`src/hw/rtl/slt_pkg.sv`:
```
// ----------------------------------------------------------------------------
// slt_pkg: shared types and constants for the sorted list table
// Command codes, status codes and the sequencer state type.
// ----------------------------------------------------------------------------
package slt_pkg;

  localparam logic [1:0] CMD_INSERT = 2'd0;
  localparam logic [1:0] CMD_DELETE = 2'd1;
  localparam logic [1:0] CMD_LOOKUP = 2'd2;

  localparam logic ST_OK   = 1'b0;
  localparam logic ST_ERRO = 1'b1;

  typedef enum logic [2:0] {
    S_IDLE,
    S_SCAN,
    S_INS_SHIFT,
    S_DEL_SHIFT,
    S_DONE
  } slt_state_t;

endpackage

```
`src/hw/rtl/sorted_list_table.sv`:
```
// ----------------------------------------------------------------------------
// sorted_list_table: bounded ascending multiset of signed 32-bit keys
// The scan reads one entry per cycle and a shift picks up at the hit, so insert,
// delete and a lookup miss all pass over every stored key before the result.
// Full insert or unused command: out_tvalid rises in the cycle after the input
// transfer. One item at a time: the next is taken once the result is accepted.
// Reset empties the table at once (count cleared).
// ----------------------------------------------------------------------------
module sorted_list_table
  import slt_pkg::*;
#(
  parameter int CAPACITY = 64
) (
  input  logic        clk,
  input  logic        rst_n,
  input  logic        in_tvalid,
  output logic        in_tready,
  input  logic [7:0]  in_tuser,   // [1:0] command
  input  logic [31:0] in_tdata,   // [31:0] value
  output logic        out_tvalid,
  input  logic        out_tready,
  output logic [7:0]  out_tdata   // [0] status
);

  localparam int AW = $clog2(CAPACITY);
  localparam int CW = $clog2(CAPACITY + 1);
  localparam logic [CW-1:0] CAP_C = CW'(CAPACITY);

  logic [31:0]   mem [CAPACITY];
  logic [31:0]   rd_data_r;
  logic [AW-1:0] rd_addr;
  logic          wr_en;
  logic [AW-1:0] wr_addr;
  logic [31:0]   wr_data;

  slt_state_t    state_r, state_nxt;
  logic [CW-1:0] count_r, count_nxt;
  logic [CW-1:0] idx_r, idx_nxt;     // address issued this cycle
  logic          rd_vld_r, rd_vld_nxt; // rd_data_r holds entry idx_r-1
  logic [1:0]    cmd_r, cmd_nxt;
  logic [31:0]   key_r, key_nxt;
  logic [31:0]   carry_r, carry_nxt; // insert: key moving up one slot
  logic          status_r, status_nxt;
  logic [CW-1:0] pos_r, pos_nxt;

  always_ff @(posedge clk) begin
    if (wr_en) mem[wr_addr] <= wr_data;
    rd_data_r <= mem[rd_addr];
  end

  always_ff @(posedge clk) begin
    if (!rst_n) begin
      state_r  <= S_IDLE;
      count_r  <= '0;
      rd_vld_r <= 1'b0;
    end else begin
      state_r  <= state_nxt;
      count_r  <= count_nxt;
      rd_vld_r <= rd_vld_nxt;
    end
    idx_r    <= idx_nxt;
    cmd_r    <= cmd_nxt;
    key_r    <= key_nxt;
    carry_r  <= carry_nxt;
    status_r <= status_nxt;
    pos_r    <= pos_nxt;
  end

  logic          rd_le;  // key <= read entry (signed)
  logic          rd_eq;
  logic [CW-1:0] prev;
  assign rd_le = $signed(key_r) <= $signed(rd_data_r);
  assign rd_eq = key_r == rd_data_r;
  assign prev  = idx_r - CW'(1);

  assign in_tready  = state_r == S_IDLE;
  assign out_tvalid = state_r == S_DONE;
  assign out_tdata  = {7'd0, status_r};

  always_comb begin
    state_nxt  = state_r;
    count_nxt  = count_r;
    idx_nxt    = idx_r;
    rd_vld_nxt = 1'b0;
    cmd_nxt    = cmd_r;
    key_nxt    = key_r;
    carry_nxt  = carry_r;
    status_nxt = status_r;
    pos_nxt    = pos_r;
    rd_addr    = idx_r[AW-1:0];
    wr_en      = 1'b0;
    wr_addr    = idx_r[AW-1:0];
    wr_data    = key_r;
    unique case (state_r)
      S_IDLE: begin
        rd_addr = '0;
        if (in_tvalid) begin
          cmd_nxt = in_tuser[1:0];
          key_nxt = in_tdata;
          idx_nxt = '0;
          if (in_tuser[1:0] == CMD_INSERT && count_r == CAP_C) begin
            status_nxt = ST_ERRO;
            state_nxt  = S_DONE;
          end else if (in_tuser[1:0] != CMD_INSERT && in_tuser[1:0] != CMD_DELETE &&
                       in_tuser[1:0] != CMD_LOOKUP) begin
            status_nxt = ST_ERRO;
            state_nxt  = S_DONE;
          end else begin
            // address 0 is issued now; data valid next cycle
            idx_nxt    = CW'(1);
            rd_vld_nxt = count_r != '0;
            state_nxt  = S_SCAN;
          end
        end
      end
      S_SCAN: begin
        // rd_data_r holds entry idx_r-1 when rd_vld_r
        if (!rd_vld_r) begin
          // ran past the end without a hit
          if (cmd_r == CMD_INSERT) begin
            wr_en      = 1'b1;
            wr_addr    = count_r[AW-1:0];
            wr_data    = key_r;
            count_nxt  = count_r + CW'(1);
            status_nxt = ST_OK;
          end else begin
            status_nxt = ST_ERRO;
          end
          state_nxt = S_DONE;
        end else if (cmd_r == CMD_INSERT && rd_le) begin
          // place key at prev, carry old entry upward
          wr_en     = 1'b1;
          wr_addr   = prev[AW-1:0];
          wr_data   = key_r;
          carry_nxt = rd_data_r;
          rd_vld_nxt = idx_r < count_r;
          idx_nxt   = idx_r + CW'(1);
          state_nxt = S_INS_SHIFT;
        end else if (cmd_r != CMD_INSERT && rd_eq) begin
          if (cmd_r == CMD_LOOKUP) begin
            status_nxt = ST_OK;
            state_nxt  = S_DONE;
          end else begin
            pos_nxt    = prev;
            rd_vld_nxt = idx_r < count_r;
            idx_nxt    = idx_r + CW'(1);
            state_nxt  = S_DEL_SHIFT;
          end
        end else begin
          rd_vld_nxt = idx_r < count_r;
          idx_nxt    = idx_r + CW'(1);
        end
      end
      S_INS_SHIFT: begin
        // carried entry moves to slot idx_r-1
        wr_en   = 1'b1;
        wr_addr = prev[AW-1:0];
        wr_data = carry_r;
        if (rd_vld_r) begin
          carry_nxt  = rd_data_r;
          rd_vld_nxt = idx_r < count_r;
          idx_nxt    = idx_r + CW'(1);
        end else begin
          count_nxt  = count_r + CW'(1);
          status_nxt = ST_OK;
          state_nxt  = S_DONE;
        end
      end
      S_DEL_SHIFT: begin
        if (rd_vld_r) begin
          wr_en      = 1'b1;
          wr_addr    = pos_r[AW-1:0];
          wr_data    = rd_data_r;
          pos_nxt    = pos_r + CW'(1);
          rd_vld_nxt = idx_r < count_r;
          idx_nxt    = idx_r + CW'(1);
        end else begin
          count_nxt  = count_r - CW'(1);
          status_nxt = ST_OK;
          state_nxt  = S_DONE;
        end
      end
      S_DONE: begin
        if (out_tready) state_nxt = S_IDLE;
      end
      default: state_nxt = S_IDLE;
    endcase
  end

  // In insert shift, entry idx_r-1 was read the cycle before; the write goes to
  // the same slot in this cycle, after the read, so no overlap arises.

  assert property (@(posedge clk) disable iff (!rst_n) count_r <= CAP_C)
    else $error("count exceeds capacity");
  assert property (@(posedge clk) disable iff (!rst_n)
    (out_tvalid && out_tready) |=> in_tready)
    else $error("not idle after result transfer");
  assert property (@(posedge clk) disable iff (!rst_n)
    (state_r == S_IDLE) |=> $stable(count_r))
    else $error("count changed while idle");

endmodule

```
`config.mk`:
```
export PLATFORM = sky130hd
export DESIGN_NAME = sorted_list_table
export DESIGN_NICKNAME = d
export VERILOG_FILES = /design/src/hw/rtl/slt_pkg.sv /design/src/hw/rtl/sorted_list_table.sv
export SDC_FILE = /design/constraint.sdc
export NUM_CORES = 2
export LEC_CHECK = 0
export BUFFER_PORTS_ARGS = -buffer_cell sky130_fd_sc_hd__buf_2
export CAP_MARGIN = 20
export CORE_MARGIN = 2
export CORE_UTILIZATION = 57
export DETAILED_ROUTE_END_ITERATION = 6
export PLACE_DENSITY = 0.72
export SLEW_MARGIN = 20
export SYNTH_ARGS = -nofsm -noshare
export SYNTH_HDL_FRONTEND = slang
export SYNTH_SLANG_ARGS = --single-unit
```
`constraint.sdc`:
```
create_clock -name clk -period 4.4 [get_ports clk]
set_input_delay 0.88 -clock clk [delete_from_list [all_inputs] [get_ports clk]]
set_output_delay 0.88 -clock clk [all_outputs]
set_load 0.03 [all_outputs]
```
After elaboration in Yosys (flattened, before gate mapping)
Memory sizes are Yosys's and may differ from the RTL's. A register that Yosys moved wholly into a read port is not among the register bits.
Cells that the tools add are included.
- output and inout bits: 10
- logic and storage cells: 138
- memories: 1
- bits in registers: 92
- memory bits (writable): 2048
- reductions and logical operators: 23
- add/subtract/negate cells: 5
- muxes and demuxes: 68
- eq/ne operators: 30
- magnitude comparators: 2
- memory list (memory ; words ; width ; rd ports ; clocked after Yosys merged registers in ; wr ports ; line ; text):
    mem ; 64 ; 32 ; 1 ; 1 ; 1 ; sorted_list_table.sv:29 ; logic [31:0] mem [CAPACITY];
- operators by type and width (cell ; number):
    two-way mux 32 bit ; 4
    one-hot mux 32 bit (2 select lines) ; 2
    two-way mux 7 bit ; 15
    one-hot mux 7 bit (3 select lines) ; 2
    equality test 32 bit ; 1
    less-or-equal comparator 32 bit ; 1
    two-way mux 6 bit ; 5
    != test 2 bit (second input constant) ; 14
    two-way mux 3 bit ; 9
    two-way mux 1 bit ; 25
    adder 7 x 1 -> 7 bit (second input constant) ; 3
    one-hot mux 6 bit (3 select lines) ; 1
    one-hot mux 7 bit (2 select lines) ; 1
    subtractor 7 x 1 -> 7 bit (second input constant) ; 2
    one-hot mux 3 bit (4 select lines) ; 1
    AND reduction 5 bit ; 2
    != test 3 bit (second input constant) ; 3
    one-hot mux 1 bit (3 select lines) ; 3
    != test 4 bit (second input constant) ; 2
    AND reduction 4 bit ; 2
    nonzero test 2 bit ; 4
    equality test 7 bit (second input constant) ; 1
    less-than comparator 7 bit ; 1
    AND reduction 7 bit ; 1
    other kinds (14) ; 23

Depth between registers and ports, before layout
- depth in word-level cells: 7
- depth in mapped cells: 15

Worst setup path before layout
OpenSTA, ideal clock, no wires.
- path kind: reg-to-reg
- from: reg idx_r[0]
- to: mem mem[34][0], enable pin
- path slack: -0.261 ns
- setup time: 0.421 ns
- data required time: 3.979 ns
- data arrival time: 4.240 ns
- period minus slack after synthesis: 4.661 ns
- cell stages (with the launch flop): 16
- path through: edfxtp_1 clkinv_1 clkbuf_1 clkbuf_1 ha_1 nor3b_1 o211ai_1 o21ai_0 and3_1 o21ai_0 a41oi_1 a31oi_2 or2_1 buf_4 buf_6 nor2_1
- cells in the longest elaborated chain, start to end: 4
- ends and longest elaborated chain (item ; line ; text):
    start: declaration ; sorted_list_table.sv:38 ; logic [CW-1:0] idx_r, idx_nxt;
    start signal: assignment ; sorted_list_table.sv:61 ; idx_r <= idx_nxt;
    subtractor 7 x 1 -> 7 bit ; sorted_list_table.sv:74 ; assign prev = idx_r - CW'(1);
    two-way mux 6 bit ; sorted_list_table.sv:130 ; end else if (cmd_r == CMD_INSERT && rd_le) begin
    two-way mux 6 bit ; sorted_list_table.sv:118 ; if (!rd_vld_r) begin
    one-hot mux 6 bit (3 select lines) (*) ; sorted_list_table.sv:94 ; unique case (state_r)
    end: declaration ; sorted_list_table.sv:29 ;
Mark *: on every way between the ends. The rest lies on a longest branch, timed or not.

Worst setup path after layout
- from: reg key_r[10]
- to: mem mem[44][20], enable pin
- cells in the longest elaborated chain, start to end: 7
- ends and longest elaborated chain (item ; line ; text):
    start: declaration ; sorted_list_table.sv:41 ; logic [31:0] key_r, key_nxt;
    start signal: assignment ; sorted_list_table.sv:63 ; key_r <= key_nxt;
    less-or-equal comparator 32 bit (*) ; sorted_list_table.sv:72 ; assign rd_le = $signed(key_r) <= $signed(rd_data_r);
    logical AND 1 bit (*) ; sorted_list_table.sv:130 ;
    two-way mux 1 bit ; sorted_list_table.sv:130 ;
    two-way mux 1 bit ; sorted_list_table.sv:118 ;
    one-hot mux 1 bit (3 select lines) ; sorted_list_table.sv:94 ;
    two-way mux 1 bit ; sorted_list_table.sv:47 ; if (wr_en) mem[wr_addr] <= wr_data;
    two-way mux 1 bit (not written as such) ; sorted_list_table.sv:47 ;
Marks and branches as above.

==> metrics.md <==
| Metric | Value |
|---|---|
| First-pass GRT wire length | 350000 um |
| Hold depth | 1 |
| Fmax | 233 MHz |
| Initial antenna violation count | 9 |
| Sequential fraction of the synthesis area | 0.745 |
| Die height | 394 um |
| CORE AREA | around 150000 um^2 |
| Via count | around 55000 |
| Initial Util | 0.573 |
| Number of synthesis warnings | 0 |
| Layout Nets | 6415 |
| Cell taking the most area after synthesis | edfxtp_1 |
| Setup Viol. Count Final | 0 |
| Worst-Margin Slew | 1.14 ns |
| Clock sink count | 2171 |
| Min-delay src | in_tdata[20] |
| CP max FO | 16 |
| Largest cells by area after synthesis | edfxtp_1 74%, nand2_1 5.0%, o221ai_1 2.6% |
| IO Pins | 54 |
| Syn_area_per_cell | about 14 um^2 |
| Die area | 156000 um^2 |
| Power per cell area | 514 nW/um^2 |
| Unique masters post-synth | 87 |
| GRT overflow | 0 |
| Total Routing Usage GR | 0.305 |
| CTS-repair resized insts | 0 |
| Antenna viol nets, final | 0 |
| Syn Inst Count | slightly above 6000 |
| Die W | 394 um |
| R2R depth | 12 |
| Max-cap viol count | 0 |
| Final Power | 50.8 mW |
| Htree depth | 4 |
| Routed WL | ~240000 um |
| Fin crit share | 0.975 |
| EDFF count, synth | between 2000 and 2500 |
| Ys flop type | edfxtp_1 |
| Count of port buffers added during placement | 40 |
| Reg2reg start | key_r[10]$_DFFE_PP_ |
| Synth Register Bits | between 2000 and 2500 |
| Wirelength per Cell | 28.0 um |
| CTS buffer count | 203 |
| Clk Latency, worst-skew pair | 0.85 ns |
| RSZ-0062 raised after global routing | false |
| Cts hold-fix bufs | 0 |
| Period minus WS final | between 4 and 5 ns |
| Failing checks | DRC |
| Layout cells sized above 1 | 0.127 |
| Dpl hpwl | 138000 um |
| First DRT Iteration DRCs | between 7000 and 8000 |
| CP Capture Type | flop |
| CTS tree | yes |
| CTS Buffer Depth | 3 |
| Std cell rows | ~140 |
| Outcome | complete, but fails checks |
| Post-route DRC | 23 |
| Leak pwr | about 33 nW |
| Vias in the first global route | 53404 |
| Critical Path RT | 4.93 ns |
| Area delta synth->final | 13.7% |
| Largest net degree at the start of global routing | 150 |
| Fin. max-slew vios | 0 |
| Worst vdd ir | 509 uV |
| Worst Setup SP | key_r[10]$_DFFE_PP_ |
| Clock slew at reported path FFs | 0.07 ns |
| Drt first pass iters | 7 |
| Max transition margin | 0.229 |
| CTS root buf | clkbuf_16 |
| Hold endpoint | key_r[20]$_DFFE_PP_ |
| Avg Vias per Cell | 6.52 |
| Crit path DAT | 4.82 ns |
| Clock skew | 0.0369 ns |
| Hold_ws | between 0.2 and 0.25 ns |
| Setup tns final | 0 ns |
| Final Wtd Congestion | between 0.9 and 1 |
| Hold/Removal Path Class | input port to flop |
| Setup Crit Path Kind | flop to flop |
| Critical Path Start Type | flop |
| Register-to-Register Setup Slack | 0.11 ns |
| Final Hold Vio Count | 0 |
| Synthesized area | 86900 um^2 |
| Synth async-reset ratio | 0 |
| Synth top area share | 0.735 |
| RR Endpoint | mem[44][20]$_DFFE_PP_ |
| Post-CTS Setup Inserts | 0 |
[kinds of logic after synthesis]
kind of cell | Yosys count | share of synthesized area
flops | 2171 | 0.745
simple gates | 2080 | 0.109
compound gates | 1177 | 0.0938
buf+inv | 551 | 0.0260
mux | 145 | 0.0167
fa+ha+maj | 47 | 0.00685
xor+xnor | 19 | 0.00192
other cells | 1 | 0.0000432
[cell type report]
cell class | instances | area [um^2]
repair buffers | 389 | 4360
clock inverters | 108 | 922
diodes | 2 | 5.00
well taps | 2030 | 2540
clock buffers | 255 | 5380
flip-flops and latches | 2171 | 64800
inverters | 84 | 320
multi-input cells | 3475 | 20500
fillers | 10509 | 53000
[how the worst max path moves through the flow]
stage | cells past startpoint | to | slack, ns
after floorplan | 15 | mem[34][0]$_DFFE_PP_ | -0.26
after global placement | 12 | mem[56][16]$_DFFE_PP_ | 0.29
after detailed placement | 12 | mem[56][29]$_DFFE_PP_ | 0.30
after CTS | 12 | mem[44][20]$_DFFE_PP_ | 0.24
after global routing | 12 | mem[56][22]$_DFFE_PP_ | 0.004
final | 12 | mem[44][20]$_DFFE_PP_ | 0.11
[state kept, by name, indices dropped and copies added, names as in the netlist]
register and flops:
carry_r 32, rd_data_r 32, status_r 1, state_r 3, idx_r 7, rd_vld_r 1
pos_r 6, count_r 7, key_r 32, cmd_r 2, mem 2048
[routing by layer]
| layer | GRT usage | wire length [um] | vias to the layer above |
|---|---|---|---|
| met5 | 0 | 0 | - |
| met4 | 0.147 | 12400 | 0 |
| met3 | 0.0678 | 27400 | 525 |
| met2 | 0.468 | 109000 | 3415 |
| met1 | 0.416 | 89200 | 27485 |
| li1 | - | - | 24073 |
[critical path, stage by stage (launching register included)]
cell,delay [ns]
edfxtp_1,0.44
ha_1,0.34
nand4_1,0.20
nor4_1,0.62
and2_1,0.30
nor3_1,0.07
o21ai_0,0.14
and4_1,0.52
and2b_1,0.34
nand3_1,0.19
buf_4,0.26
nor2_4,0.30
buf_12,0.21
[metrics by stage]
| stage | util | setup slack (ns) | std cells | area, um^2 |
|---|---|---|---|---|
| after global routing | 0.651 | 0.00413 | 8512 | 98800 |
| after CTS | 0.651 | 0.235 | 8512 | 98800 |
| final | 0.651 | 0.108 | 8514 | 98800 |
| after detailed placement | 0.609 | 0.304 | 8149 | 92500 |
| after floorplan | - | -0.261 | 6197 | 87000 |
| after global placement | 0.609 | 0.286 | 8149 | 92500 |
[synthesized netlist by cell type, drive strengths merged (6+ instances only)]
cell type  instances
nor3              12
edfxtp          2128
a21o              10
or3              126
buf              155
mux2i            142
nand2b             8
o21ai            351
nand4             78
clkbuf           312
and3             163
o211ai            59
a311oi           126
a222oi            32
o2111ai           13
nand3            357
xnor2             14
or2                6
a21oi            189
o31ai              6
dfxtp             43
a31oi             55
ha                46
o221ai           257
nor2             130
inv               83
o311ai            20
a211oi            31
nand2           1165
and2              12
[cell usage in the layout, fill, tap and decap left out, drive strengths merged, types with 5 or more instances in the layout]
cell and instances:
inv 88, edfxtp 2128, bufinv 15, or3 126
ha 46, xor2 5, nand2 1165, and3 163
conb 7, o2111ai 13, a222oi 32, buf 389
nor2 130, o211ai 59, a21o 10, a31oi 55
clkinv 86, nor3b 5, and2 12, o22ai 5
o221ai 257, o311ai 20, xnor2 14, nand3b 5
or2 6, nor3 12, mux2i 142, dfxtp 43
o21ai 351, a311oi 126, nand3 357, clkbuf 255
o31ai 6, a211oi 31, nand2b 8, nand4 78
a21oi 189
[where the power goes]
part           switching (mW)  total, mW  internal (mW)
clock network            7.36       16.8           9.48
logic                    7.39       10.3           2.93
registers               0.230       23.7           23.4
total                    15.0       50.8           35.8
Power figures use the tool's default switching activity.
